**src/hdl/cmts_pkg.sv**
```systemverilog
// types, codes and lookup functions for the clock menu time setter
package cmts_pkg;

    // key codes
    localparam logic [2:0] KEY_NONE   = 3'd0;
    localparam logic [2:0] KEY_MENU   = 3'd1;
    localparam logic [2:0] KEY_SELECT = 3'd2;
    localparam logic [2:0] KEY_UP     = 3'd3;
    localparam logic [2:0] KEY_DOWN   = 3'd4;

    // menu screens
    localparam logic [2:0] SCR_ID      = 3'd0;
    localparam logic [2:0] SCR_SHOW_HM = 3'd1;
    localparam logic [2:0] SCR_SHOW_MD = 3'd2;
    localparam logic [2:0] SCR_SET_HM  = 3'd3;
    localparam logic [2:0] SCR_SET_MD  = 3'd4;

    // field selector codes
    localparam logic [2:0] FLD_MONTH  = 3'd1;
    localparam logic [2:0] FLD_DAY    = 3'd2;
    localparam logic [2:0] FLD_HOUR   = 3'd3;
    localparam logic [2:0] FLD_MINUTE = 3'd4;

    // fixed id screen "1780" and decimal point
    localparam logic [7:0] SEG_ID0 = 8'h06;
    localparam logic [7:0] SEG_ID1 = 8'h07;
    localparam logic [7:0] SEG_ID2 = 8'h7f;
    localparam logic [7:0] SEG_ID3 = 8'h3f;
    localparam logic [7:0] SEG_DP  = 8'h80;

    typedef struct packed {
        logic [2:0] key;
        logic [6:0] rtc_year;
        logic [3:0] rtc_month;
        logic [4:0] rtc_day;
        logic [4:0] rtc_hour;
        logic [5:0] rtc_minute;
    } t_in_word;

    typedef struct packed {
        logic [7:0] seg_digit0;
        logic [7:0] seg_digit1;
        logic [7:0] seg_digit2;
        logic [7:0] seg_digit3;
        logic       write_rtc;
        logic [6:0] set_year;
        logic [3:0] set_month;
        logic [4:0] set_day;
        logic [4:0] set_hour;
        logic [5:0] set_minute;
    } t_out_word;

    // seven-segment code of a hex digit
    function automatic logic [7:0] seg_code(logic [3:0] v);
        logic [7:0] c;
        unique case (v)
            4'h0: c = 8'h3f;
            4'h1: c = 8'h06;
            4'h2: c = 8'h5b;
            4'h3: c = 8'h4f;
            4'h4: c = 8'h66;
            4'h5: c = 8'h6d;
            4'h6: c = 8'h7d;
            4'h7: c = 8'h07;
            4'h8: c = 8'h7f;
            4'h9: c = 8'h6f;
            4'ha: c = 8'h77;
            4'hb: c = 8'h7c;
            4'hc: c = 8'h39;
            4'hd: c = 8'h5e;
            4'he: c = 8'h79;
            4'hf: c = 8'h71;
            default: c = 8'h00;
        endcase
        return c;
    endfunction

    // tens digit of a value below 64, by reciprocal multiply
    function automatic logic [3:0] tens_of(logic [5:0] v);
        logic [10:0] p;
        p = {5'b0, v} * 11'd26;
        return {1'b0, p[10:8]};
    endfunction

    // units digit of a value below 64
    function automatic logic [3:0] units_of(logic [5:0] v);
        logic [5:0] r;
        r = v - ({2'b0, tens_of(v)} * 6'd10);
        return r[3:0];
    endfunction

    // days in a month, zero for a month code outside 1..12
    function automatic logic [4:0] month_len(logic signed [7:0] m, logic [6:0] y);
        logic [4:0] n;
        if (m == 8'sd1 || m == 8'sd3 || m == 8'sd5 || m == 8'sd7 ||
            m == 8'sd8 || m == 8'sd10 || m == 8'sd12) begin
            n = 5'd31;
        end else if (m == 8'sd4 || m == 8'sd6 || m == 8'sd9 || m == 8'sd11) begin
            n = 5'd30;
        end else if (m == 8'sd2) begin
            n = (y[1:0] == 2'b00) ? 5'd29 : 5'd28;
        end else begin
            n = 5'd0;
        end
        return n;
    endfunction

endpackage

```
**src/hdl/cmts_if.sv**
```systemverilog
// valid/ready channels for input and result words
interface cmts_in_if;
    import cmts_pkg::*;
    logic     valid;
    logic     ready;
    t_in_word data;
    modport source (output valid, output data, input ready);
    modport sink (input valid, input data, output ready);
endinterface

interface cmts_out_if;
    import cmts_pkg::*;
    logic      valid;
    logic      ready;
    t_out_word data;
    modport source (output valid, output data, input ready);
    modport sink (input valid, input data, output ready);
endinterface

```
**src/hdl/clock_menu_time_setter.sv**
```systemverilog
// clock menu and time setter with four-digit seven-segment output
// from input accept to result valid a word passes the input reg, then the result reg
// throughput: one word per cycle while the result is not stalled; menu state updates as a word leaves the input reg
// a stalled result holds while the input reg still takes one more word
// synchronous active-low reset clears both valid flags, menu screen (0), selector (1)
// held time registers have no reset and are loaded on the display screens
module clock_menu_time_setter (
    input  logic              i_clk,
    input  logic              i_rst_n,
    cmts_in_if.sink           i_in,
    cmts_out_if.source        o_out
);
    import cmts_pkg::*;

    logic       r_in_valid;
    t_in_word   r_in;
    logic       r_out_valid;
    t_out_word  r_out;

    logic [2:0] r_screen, n_screen;
    logic [2:0] r_field, n_field;
    logic [6:0] r_year, n_year;
    logic [3:0] r_month, n_month;
    logic [4:0] r_day, n_day;
    logic [4:0] r_hour, n_hour;
    logic [5:0] r_minute, n_minute;

    t_out_word  n_out;
    logic       w_adv;
    logic       w_in_acc;
    logic       w_setting;

    // handshake
    assign w_adv      = r_in_valid && (!r_out_valid || o_out.ready);
    assign i_in.ready = !r_in_valid || w_adv;
    assign w_in_acc   = i_in.valid && i_in.ready;
    assign o_out.valid = r_out_valid;
    assign o_out.data  = r_out;

    // input register
    always_ff @(posedge i_clk) begin
        if (!i_rst_n) begin
            r_in_valid <= 1'b0;
        end else if (w_in_acc) begin
            r_in_valid <= 1'b1;
        end else if (w_adv) begin
            r_in_valid <= 1'b0;
        end
        if (w_in_acc) begin
            r_in <= i_in.data;
        end
    end

    // menu screen step
    always_comb begin
        n_screen = (r_screen > SCR_SET_MD) ? SCR_ID : r_screen;
        if (r_in.key == KEY_MENU) begin
            n_screen = (n_screen == SCR_SET_MD) ? SCR_ID : n_screen + 3'd1;
        end
        w_setting = (n_screen == SCR_SET_HM) || (n_screen == SCR_SET_MD);
    end

    // held time load or edit
    always_comb begin
        logic signed [7:0] mo, dy, hr, mi, delta;
        logic [4:0]        len;
        logic              up;

        up    = (r_in.key == KEY_UP);
        delta = up ? 8'sd1 : -8'sd1;
        mo    = signed'({4'b0, r_month});
        dy    = signed'({3'b0, r_day});
        hr    = signed'({3'b0, r_hour});
        mi    = signed'({2'b0, r_minute});
        len   = 5'd0;

        n_field  = r_field;
        n_year   = r_year;
        n_month  = r_month;
        n_day    = r_day;
        n_hour   = r_hour;
        n_minute = r_minute;

        if (!w_setting) begin
            n_year   = r_in.rtc_year;
            n_month  = r_in.rtc_month;
            n_day    = r_in.rtc_day;
            n_hour   = r_in.rtc_hour;
            n_minute = r_in.rtc_minute;
        end else if (r_in.key == KEY_SELECT) begin
            n_field = r_field + 3'd1;
            if (n_field >= 3'd5) begin
                n_field = FLD_MONTH;
            end
        end else if (r_in.key == KEY_UP || r_in.key == KEY_DOWN) begin
            unique case (r_field)
                FLD_MONTH:  mo = mo + delta;
                FLD_DAY:    dy = dy + delta;
                FLD_HOUR:   hr = hr + delta;
                FLD_MINUTE: mi = mi + delta;
                default:    ;
            endcase
            if (up) begin
                if (mo > 8'sd12) begin
                    mo = 8'sd1;
                end
                len = month_len(mo, r_year);
                if (len != 5'd0 && dy > signed'({3'b0, len})) begin
                    dy = 8'sd1;
                end
                if (hr > 8'sd23) begin
                    hr = 8'sd0;
                end
                if (mi > 8'sd59) begin
                    mi = 8'sd0;
                end
            end else begin
                if (mo < 8'sd1) begin
                    mo = 8'sd12;
                end
                len = month_len(mo, r_year);
                if (len != 5'd0) begin
                    if (dy < 8'sd1) begin
                        dy = signed'({3'b0, len});
                    end
                    if (dy > signed'({3'b0, len})) begin
                        dy = 8'sd1;
                    end
                end
                if (hr < 8'sd0) begin
                    hr = 8'sd23;
                end
                if (mi < 8'sd0) begin
                    mi = 8'sd59;
                end
            end
            n_month  = mo[3:0];
            n_day    = dy[4:0];
            n_hour   = hr[4:0];
            n_minute = mi[5:0];
        end
    end

    // result word: write request from old time, digits from new time
    always_comb begin
        logic [5:0] hi, lo;

        if (n_screen == SCR_SHOW_HM || n_screen == SCR_SET_HM) begin
            hi = {1'b0, n_hour};
            lo = n_minute;
        end else begin
            hi = {2'b0, n_month};
            lo = {1'b0, n_day};
        end

        n_out.write_rtc  = w_setting;
        n_out.set_year   = w_setting ? r_year   : 7'd0;
        n_out.set_month  = w_setting ? r_month  : 4'd0;
        n_out.set_day    = w_setting ? r_day    : 5'd0;
        n_out.set_hour   = w_setting ? r_hour   : 5'd0;
        n_out.set_minute = w_setting ? r_minute : 6'd0;

        if (n_screen == SCR_ID) begin
            n_out.seg_digit0 = SEG_ID0;
            n_out.seg_digit1 = SEG_ID1;
            n_out.seg_digit2 = SEG_ID2;
            n_out.seg_digit3 = SEG_ID3;
        end else begin
            n_out.seg_digit0 = seg_code(tens_of(hi));
            n_out.seg_digit1 = seg_code(units_of(hi)) | SEG_DP;
            n_out.seg_digit2 = seg_code(tens_of(lo));
            n_out.seg_digit3 = seg_code(units_of(lo));
        end
    end

    // menu state
    always_ff @(posedge i_clk) begin
        if (!i_rst_n) begin
            r_screen <= SCR_ID;
            r_field  <= FLD_MONTH;
        end else if (w_adv) begin
            r_screen <= n_screen;
            r_field  <= n_field;
        end
    end

    // held time
    always_ff @(posedge i_clk) begin
        if (w_adv) begin
            r_year   <= n_year;
            r_month  <= n_month;
            r_day    <= n_day;
            r_hour   <= n_hour;
            r_minute <= n_minute;
        end
    end

    // result register
    always_ff @(posedge i_clk) begin
        if (!i_rst_n) begin
            r_out_valid <= 1'b0;
        end else if (w_adv) begin
            r_out_valid <= 1'b1;
        end else if (o_out.ready) begin
            r_out_valid <= 1'b0;
        end
        if (w_adv) begin
            r_out <= n_out;
        end
    end

endmodule

```
**src/flat_wrapper.sv**
```systemverilog
// flat-port wrapper written by rule: the top's interface ports become plain ports
module clock_menu_time_setter_flat import cmts_pkg::*;
  (i_clk, i_rst_n, i_in_valid, i_in_data, i_in_ready, o_out_valid, o_out_data, o_out_ready);
  cmts_in_if i_in_i ();
  cmts_out_if o_out_i ();
  input  logic i_clk;
  input  logic i_rst_n;
  input wire logic [$bits(i_in_i.valid)-1:0] i_in_valid;
  input wire logic [$bits(i_in_i.data)-1:0] i_in_data;
  output wire logic [$bits(i_in_i.ready)-1:0] i_in_ready;
  output wire logic [$bits(o_out_i.valid)-1:0] o_out_valid;
  output wire logic [$bits(o_out_i.data)-1:0] o_out_data;
  input wire logic [$bits(o_out_i.ready)-1:0] o_out_ready;
  assign i_in_i.valid = i_in_valid;
  assign i_in_i.data = i_in_data;
  assign i_in_ready = i_in_i.ready;
  assign o_out_valid = o_out_i.valid;
  assign o_out_data = o_out_i.data;
  assign o_out_i.ready = o_out_ready;
  clock_menu_time_setter u_core (.i_clk(i_clk), .i_rst_n(i_rst_n), .i_in(i_in_i), .o_out(o_out_i));
endmodule
```
**config.mk**
```make
export PLATFORM = sky130hd
export DESIGN_NAME = clock_menu_time_setter_flat
export DESIGN_NICKNAME = d
export VERILOG_FILES = /design/src/hdl/cmts_pkg.sv /design/src/hdl/cmts_if.sv /design/src/hdl/clock_menu_time_setter.sv /design/src/flat_wrapper.sv
export SDC_FILE = /design/constraint.sdc
export NUM_CORES = 1
export LEC_CHECK = 0
export BUFFER_PORTS_ARGS = -buffer_cell sky130_fd_sc_hd__buf_2
export CAP_MARGIN = 20
export CORE_MARGIN = 5
export CORE_UTILIZATION = 60
export CTS_BUF_LIST = sky130_fd_sc_hd__clkbuf_16
export CTS_CLUSTER_DIAMETER = 120
export DETAILED_ROUTE_END_ITERATION = 10
export GPL_TIMING_DRIVEN = 1
export PLACE_DENSITY_LB_ADDON = 0.12
export SLEW_MARGIN = 20
export SYNTH_ARGS = -nofsm -noshare
export SYNTH_HDL_FRONTEND = slang
export SYNTH_SLANG_ARGS = --single-unit
```
**constraint.sdc**
```tcl
create_clock -name i_clk -period 10.8 [get_ports i_clk]
set_input_delay 1.08 -clock i_clk [delete_from_list [all_inputs] [get_ports i_clk]]
set_output_delay 1.08 -clock i_clk [all_outputs]
set_load 0.05 [all_outputs]
```
* Word-level counts from Yosys, hierarchy flattened
Memories as Yosys holds them, arrays and structs flattened. A register that Yosys moved wholly into a read port is not among the register bits.
Cells that the tools add are included.
** Storage, ports and cells
- Flip-flop bits (word level) :: 125
- Latch bits :: 0
- RAM bits :: 0
- Bits in read-only memories :: 336
- Output and inout port bits :: 62
- Word-level logic and storage cells :: 208
- Memories :: 4
** Cells by class
- Add/sub/neg operators :: 8
- $mul :: 4
- Divide/modulo/power cells :: 0
- Order comparisons :: 11
- Eq/ne operators :: 36
- Shifts and indexed selects :: 0
- Muxes and demuxes :: 82
- Bitwise operators :: 1
- Reductions and logical operators :: 36
** Memories
- (no name shown) :: depth 16, width 7, rd ports 1, clocked after memory_dff 0, write ports 0, RTL line cmts_pkg.sv:56 : unique case (v)
- (no name shown) :: depth 16, width 7, rd ports 1, clocked after memory_dff 0, write ports 0, RTL line cmts_pkg.sv:56
- (no name shown) :: depth 8, width 7, rd ports 1, clocked after memory_dff 1, write ports 0, RTL line cmts_pkg.sv:56
- (no name shown) :: depth 8, width 7, rd ports 1, clocked after memory_dff 0, write ports 0, RTL line cmts_pkg.sv:56
** Operator list (count)
- 8-bit two-way mux :: 33
- 5-bit two-way mux :: 28
- 8-bit by 5-bit equality test with 1-bit output (second input constant) :: 10
- 8-bit by 4-bit equality test with 1-bit output (second input constant) :: 8
- 6-bit two-way mux :: 7
- 8-bit by 3-bit equality test with 1-bit output (second input constant) :: 4
- 24-bit two-way mux :: 1
- 1-bit logical OR :: 23
- 6-bit by 8-bit adder with 8-bit output :: 2
- 8-bit by 2-bit equality test with 1-bit output (second input constant) :: 2
- 8-bit by 6-bit greater-than comparator with 1-bit output :: 2
- 8-bit by 1-bit less-than comparator with 1-bit output (second input constant) :: 2
- 8-bit by 2-bit less-than comparator with 1-bit output (second input constant) :: 2
- 4-bit two-way mux :: 4
- 3-bit by 2-bit equality test with 1-bit output (second input constant) :: 5
- 3-bit equality test (second input constant) :: 4
- 3-bit two-way mux :: 4
- 6-bit by 4-bit multiplier with 10-bit output (second input constant) :: 1
- 5-bit nonzero test :: 2
- 3-bit by 1-bit equality test with 1-bit output (second input constant) :: 3
- 5-bit by 4-bit multiplier with 9-bit output (second input constant) :: 1
- 5-bit by 8-bit adder with 8-bit output :: 1
- 7-bit by 8-bit adder with 8-bit output :: 1
- 8-bit by 5-bit greater-than comparator with 1-bit output (second input constant) :: 1
- 16 further kinds :: 27

* Depth between registers and ports, before layout
An unclocked memory read counts as a cell.
- Depth in word-level cells :: 45
- Depth in mapped cells :: 44
- Depth with buffers taken out :: 41

* Least setup slack after synthesis
No wires, ideal clock.
- Path type :: register -> register
- Start :: register u_core.r_in[28] in the netlist's numbering
- End :: register u_core.r_out (netlist bit u_core.o_out.data[29]) (data pin)
- Library setup time :: 0.268 ns
- Data arrival time :: 9.210 ns
- Data required time :: 10.532 ns
- Slack :: 1.322 ns
- Cell stages (with the launch flop) :: 37
- Buffers on the path :: 3
- Clock period less this slack :: 9.478 ns
- Cell sequence :: edfxtp_1 > nand3b_4 > clkbuf_1 > clkbuf_1 > ha_1 > nor2b_1 > o31a_1 > or4_1 > o2111ai_1 > nand3_1 > nor3_1 > ha_1 > inv_1 > mux2_2 > ha_1 > nor2b_1 > o21ai_0 > nand2b_1 > a211oi_1 > o211ai_1 > o2bb2ai_2 > o41ai_4 > ha_1 > fa_1 > ha_1 > and4_1 > a311o_2 > xnor2_2 > inv_1 > ha_1 > inv_1 > fa_1 > xor2_1 > xnor3_2 > buf_6 > nor3_1 > a311oi_1
** On the way
- Longest elaborated chain between the ends :: 43
- Elaborated cells between the ends (all ways) :: 128
- Classes of those cells :: 4 x add/sub; 2 x mul; 7 x order compare; 31 x eq/ne; 58 x mux; 25 x reduce/logical; 1 x memory
** Ends and longest elaborated chain
- start, declared :: RTL line clock_menu_time_setter.sv:16 : t_in_word r_in;
- start signal, assigned :: RTL line clock_menu_time_setter.sv:50 : r_in <= i_in.data;
- 3-bit by 2-bit equality test with 1-bit output :: RTL line clock_menu_time_setter.sv:69, clock_menu_time_setter.sv:95
- 8-bit two-way mux :: RTL line clock_menu_time_setter.sv:70 : delta = up ? 8'sd1 : -8'sd1;
- 5-bit by 8-bit adder with 8-bit output :: RTL line clock_menu_time_setter.sv:97 : FLD_MONTH: mo = mo + delta;
- 8-bit two-way mux :: RTL line clock_menu_time_setter.sv:96 : unique case (r_field)
- 8-bit two-way mux :: RTL line clock_menu_time_setter.sv:95 : end else if (r_in.key == KEY_UP || r_in.key == KEY_DOWN) begin
- 8-bit two-way mux :: RTL line clock_menu_time_setter.sv:90 : end else if (r_in.key == KEY_SELECT) begin
- 8-bit two-way mux :: RTL line clock_menu_time_setter.sv:84 : if (!w_setting) begin
- 8-bit by 2-bit less-than comparator with 1-bit output :: RTL line clock_menu_time_setter.sv:118 : if (mo < 8'sd1) begin
- (+27 left out)
- 5-bit two-way mux :: RTL line clock_menu_time_setter.sv:95
- 5-bit two-way mux :: RTL line clock_menu_time_setter.sv:90
- 5-bit two-way mux :: RTL line clock_menu_time_setter.sv:84
- 6-bit two-way mux :: RTL line clock_menu_time_setter.sv:148 : if (n_screen == SCR_SHOW_HM || n_screen == SCR_SET_HM) begin
- 6-bit by 4-bit multiplier with 10-bit output :: RTL line cmts_pkg.sv:81 : p = {5'b0, v} * 11'd26;
- 3-bit by 3-bit multiplier with 3-bit output :: RTL line cmts_pkg.sv:88 : r = v - ({2'b0, tens_of(v)} * 6'd10);
- 4-bit subtractor :: RTL line cmts_pkg.sv:88
- memory read 16 x 7 bit
- end signal, assigned :: RTL line clock_menu_time_setter.sv:208 : r_out <= n_out;
- end, declared :: RTL line clock_menu_time_setter.sv:18 : t_out_word r_out;
Parallel ways exist; a longest one is shown, timed or not. The select of a mux whose other input is x is not followed.
A chain may end at the register's enable or synchronous reset.

* Worst setup path after layout
- Start :: register u_core.r_in[29] in the netlist's numbering
- End :: register u_core.r_out (netlist bit u_core.o_out.data[31]) (data pin)
** On the way
- Longest elaborated chain between the ends :: 43
- Elaborated cells between the ends (all ways) :: 128
- Classes of those cells :: 4 x add/sub; 2 x mul; 7 x order compare; 31 x eq/ne; 58 x mux; 25 x reduce/logical; 1 x memory
** Ends and longest elaborated chain
- 3-bit by 2-bit equality test with 1-bit output :: RTL line clock_menu_time_setter.sv:69, clock_menu_time_setter.sv:95
- 8-bit two-way mux :: RTL line clock_menu_time_setter.sv:70
- 5-bit by 8-bit adder with 8-bit output :: RTL line clock_menu_time_setter.sv:97
- 8-bit two-way mux :: RTL line clock_menu_time_setter.sv:96
- 8-bit two-way mux :: RTL line clock_menu_time_setter.sv:95
- 8-bit two-way mux :: RTL line clock_menu_time_setter.sv:90
- 8-bit two-way mux :: RTL line clock_menu_time_setter.sv:84
- 8-bit by 2-bit less-than comparator with 1-bit output :: RTL line clock_menu_time_setter.sv:118
- (+28 left out)
- 5-bit two-way mux :: RTL line clock_menu_time_setter.sv:90
- 5-bit two-way mux * :: RTL line clock_menu_time_setter.sv:84
- net u_core.n_day[1] :: RTL line clock_menu_time_setter.sv:24 : logic [4:0] r_day, n_day;
- 6-bit two-way mux * :: RTL line clock_menu_time_setter.sv:148
- 6-bit by 4-bit multiplier with 10-bit output :: RTL line cmts_pkg.sv:81
- 3-bit by 3-bit multiplier with 3-bit output :: RTL line cmts_pkg.sv:88
- 4-bit subtractor * :: RTL line cmts_pkg.sv:88
- memory read 16 x 7 bit *
Mark *: on every way through the listed nets, which the timed path passes. The rest lies on a longest branch. The select of a mux whose other input is x is not followed.

==> summary.md <==
| Metric | Value |
|---|---|
| Outcome | `complete, no violations` |
| Clk_lat worst skew | `0.42 ns` |
| Max VDD drop | `0.150 mV` |
| Initial Utilization | `61.9%` |
| Critical Path RT | `10.95 ns` |
| Ant. Diodes | `0` |
| Crit path to | `u_core.o_out.data[31]` |
| HP Class | `reg -> reg` |
| Lkg Pwr | `4.07 nW` |
| Reg2reg start | `u_core.r_in[29]` |
| Worst-path fanout max | `17` |
| Core ar. | `0.0140 mm2` |
| Synth Cell Area | `0.00865 mm2` |
| Unrepaired setup endpoints after global routing | `no` |
| Remaining global-route overflow | `0` |
| First-pass GRT wire length | `34900 um` |
| First-pass DRT Iterations | `7` |
| Main synth FF type | `edfxtp_1` |
| Fin. max-slew vios | `0` |
| # setup viols final | `0` |
| Resized Gates After CTS | `0` |
| Worst Tran Pin Value | `1.05 ns` |
| Reg2reg end | `u_core.o_out.data[31]` |
| Flop-to-flop setup slack | `0.85 ns` |
| Fmax | `100 MHz` |
| Number of core rows | `43` |
| Hold-fix buffers, CTS | `0` |
| Seq/Total Area, Yosys | `40.7%` |
| Die Y | `130 um` |
| Proportion of layout cells with a drive suffix above 1 | `17.5%` |
| Postcts setup bufs | `0` |
| Critical path's largest stage delay | `0.74 ns` |
| Part of the cycle the worst path needs | `92.1%` |
| Logic depth of the worst register-to-register path | `35` |
| Area Overhead vs Synth | `13.4%` |
| GRT Total Usage | `26.4%` |
| Port Buffers | `91` |
| #FFs+latches synth | `120` |
| Die width | `130 um` |
| Avg Cell Area, Syn | `10.2 um2` |
| Crit path from | `u_core.r_in[29]` |
| Synth unique cells | `91` |
| Die Area | `0.0169 mm2` |
| Pwr Density | `190 mW/mm2` |
| Crit path kind | `reg -> reg` |
| DRT antenna net count | `0` |
| Total vias in the final route | `6940` |
| CP max stage cell | `fa_1` |
| Detailed placement HPWL | `15300 um` |
| Synth warn | `0` |
| Total CTS buffers | `17` |
| Post-synth EDFFs | `112` |
| Max Cap Viol | `0` |
| Worst setup margin | `0.848 ns` |
| Asr flop ratio synth | `0%` |
| Cells after Synth | `849` |
| WL/cell | `19.0 um` |
| Routability cong. | `0.921` |
| Largest net degree at the start of global routing | `64` |
| Crit path launch type | `flop` |
| Pre-CTS setup slack | `1.07 ns` |
| Slew headroom | `29.9%` |
| # IOs | `96` |
| # DRC | `0` |
| CTS sink count | `120` |
| Number of DRC markers in iteration 0 | `611` |
| Via/cell ratio | `6.17` |
| CTS tree | `done` |
| Antenna violations before repair | `0` |
| H-tree levels | `4` |
| Worst EP arrival | `10.10 ns` |
| Fin. Hold Viols | `0` |
| Final wirelength | `21400 um` |
| Clock skew | `0.00949 ns` |
| Root Driver | `clkbuf_16` |
| TNS Setup | `0 ns` |
| Nets@finish | `1061` |
| Worst setup EP type | `flop` |
| Most used cell, CP | `ha_1` |
| Vias in the first global route | `6931` |
| Post-layout min period | `9.95 ns` |
| Clock slew at reported path FFs | `0.06 ns` |
| Max Root-Sink Buffers | `2` |
==> power by group <==
part / leakage [nW] / total [mW] / internal [mW] / switching (mW)
Clock: 0.284 / 0.568 / 0.358 / 0.210
Combinational: 2.69 / 0.725 / 0.267 / 0.458
Sequential: 1.10 / 0.573 / 0.556 / 0.0164
Total: 4.07 / 1.87 / 1.18 / 0.685
==> worst min path at each step <==
stage	startpoint	to	slack [ns]	cells past startpoint
floorplan	u_core.r_in[20]	u_core.r_year[0]	0.40	0
global placement	u_core.r_in[21]	u_core.r_year[1]	0.40	0
detailed placement	u_core.r_in[21]	u_core.r_year[1]	0.41	0
CTS	u_core.r_in[24]	u_core.r_year[4]	0.42	0
global route	u_core.r_in[20]	u_core.r_year[0]	0.43	0
finish	u_core.r_in[24]	u_core.r_year[4]	0.42	0
==> synthesized netlist by cell type (all sizes together) (4+ instances only) <==
cell / count / area (um2)
and2: 28 / 175
a21boi: 5 / 37.5
or4: 4 / 30.0
a21o: 8 / 60.1
a211oi: 10 / 75.1
xnor2: 14 / 130
mux2: 10 / 120
fa: 8 / 160
nand3b: 6 / 57.6
and3: 5 / 31.3
xor2: 6 / 52.6
nand2: 58 / 218
edfxtp: 112 / 3360
nand3: 23 / 115
and4: 4 / 35.0
nor2b: 17 / 106
a31oi: 12 / 87.6
a311oi: 8 / 87.6
mux2i: 16 / 160
nor2: 73 / 277
clkbuf: 21 / 78.8
o21a: 10 / 75.1
dfxtp: 8 / 160
nand2b: 16 / 100
ha: 87 / 1090
buf: 15 / 103
nor3b: 6 / 45.0
a21oi: 53 / 265
o31ai: 7 / 52.6
o21bai: 7 / 52.6
nor3: 9 / 45.0
o22ai: 5 / 31.3
or3: 4 / 35.0
inv: 60 / 225
o211ai: 9 / 67.6
nor4: 8 / 56.3
o21ai: 40 / 215
==> per-layer routing <==
layer / track usage [%] / up-vias / share of wire [%]
met3: 4.13 / 43 / 6.5
met5: 0 / - / 0
met4: 10.1 / 0 / 2.5
met2: 43.3 / 265 / 47
met1: 35.4 / 3327 / 44
li1: - / 3305 / -
==> worst max-delay path, delay by kind of cell (launching register included) <==
kind	cells	cell delay, ns
adder cells (fa/ha/maj)	7	2.78
multiplexers	1	0.36
XOR/XNOR	1	0.32
AND/OR/NAND/NOR	13	2.94
flip-flops	1	0.48
buffers and inverters	2	0.29
AO/OA/AOI/OAI	11	2.50
==> logic make-up after synthesis <==
| logic type | synth area share [%] |
|---|---|
| other cells | 0.0868 |
| buf+inv | 4.76 |
| mux | 3.24 |
| xor+xnor | 2.39 |
| flops | 40.7 |
| fa+ha+maj | 14.4 |
| simple gates | 16.6 |
| compound gates | 17.8 |
==> through the flow <==
stage	hold WS, ns	instance area, um2	power, mW	utilization, %	instances
6_report	0.416	9810	1.87	70.1	1125
5_1_grt	0.427	9810	1.97	70.1	1125
4_1_cts	0.417	9800	1.86	70.1	1125
3_5_place_dp	0.407	9220	1.28	65.9	1093
3_3_place_gp	0.401	9220	1.25	65.9	1093
2_1_floorplan	0.400	8660	1.16	-	851
==> layout by cell type, fill, tap and decap left out, types with 5 or more instances in the layout <==
cell type  instances
clkbuf_16         17
buf_2             91
nand3_1           23
o21a_1            10
ha_1              87
fa_1               8
nor2_1            72
nor3b_1            6
xor2_1             6
and3_1             5
edfxtp_1         112
and2_1            28
a21oi_1           53
nor2b_1           17
a21o_1             8
inv_1             58
mux2_2             6
mux2i_1           16
o31ai_1            7
nand3b_1           5
a31oi_1           10
o21ai_0           34
nand2b_1          16
o22ai_1            5
nand2_1           58
xnor2_1           12
buf_4              7
nor3_1             9
a311oi_1           7
dfxtp_1            8
o211ai_1           9
nor4_1             7
a211oi_1          10
o21bai_1           7
==> final cells by class <==
type	count	area [um2]
Clock buffer	17	425
Sequential cell	120	3520
Timing Repair Buffer	98	508
Clock inverter	15	160
Tap cell	180	225
Multi-Input combinational cell	634	4740
Fill cell	1049	4180
Inverter	61	231
==> registers in the layout, indices dropped and copies added, names as in the netlist <==
| name | count |
|---|---|
| u_core.r_in_valid | 1 |
| u_core.o_out.data | 55 |
| u_core.r_in | 30 |
| u_core.r_month | 4 |
| u_core.r_minute | 6 |
| u_core.r_field | 3 |
| u_core.r_screen | 3 |
| u_core.o_out.valid | 1 |
| u_core.r_day | 5 |
| u_core.r_hour | 5 |
| u_core.r_year | 7 |
(Power assumes the default switching activity.)
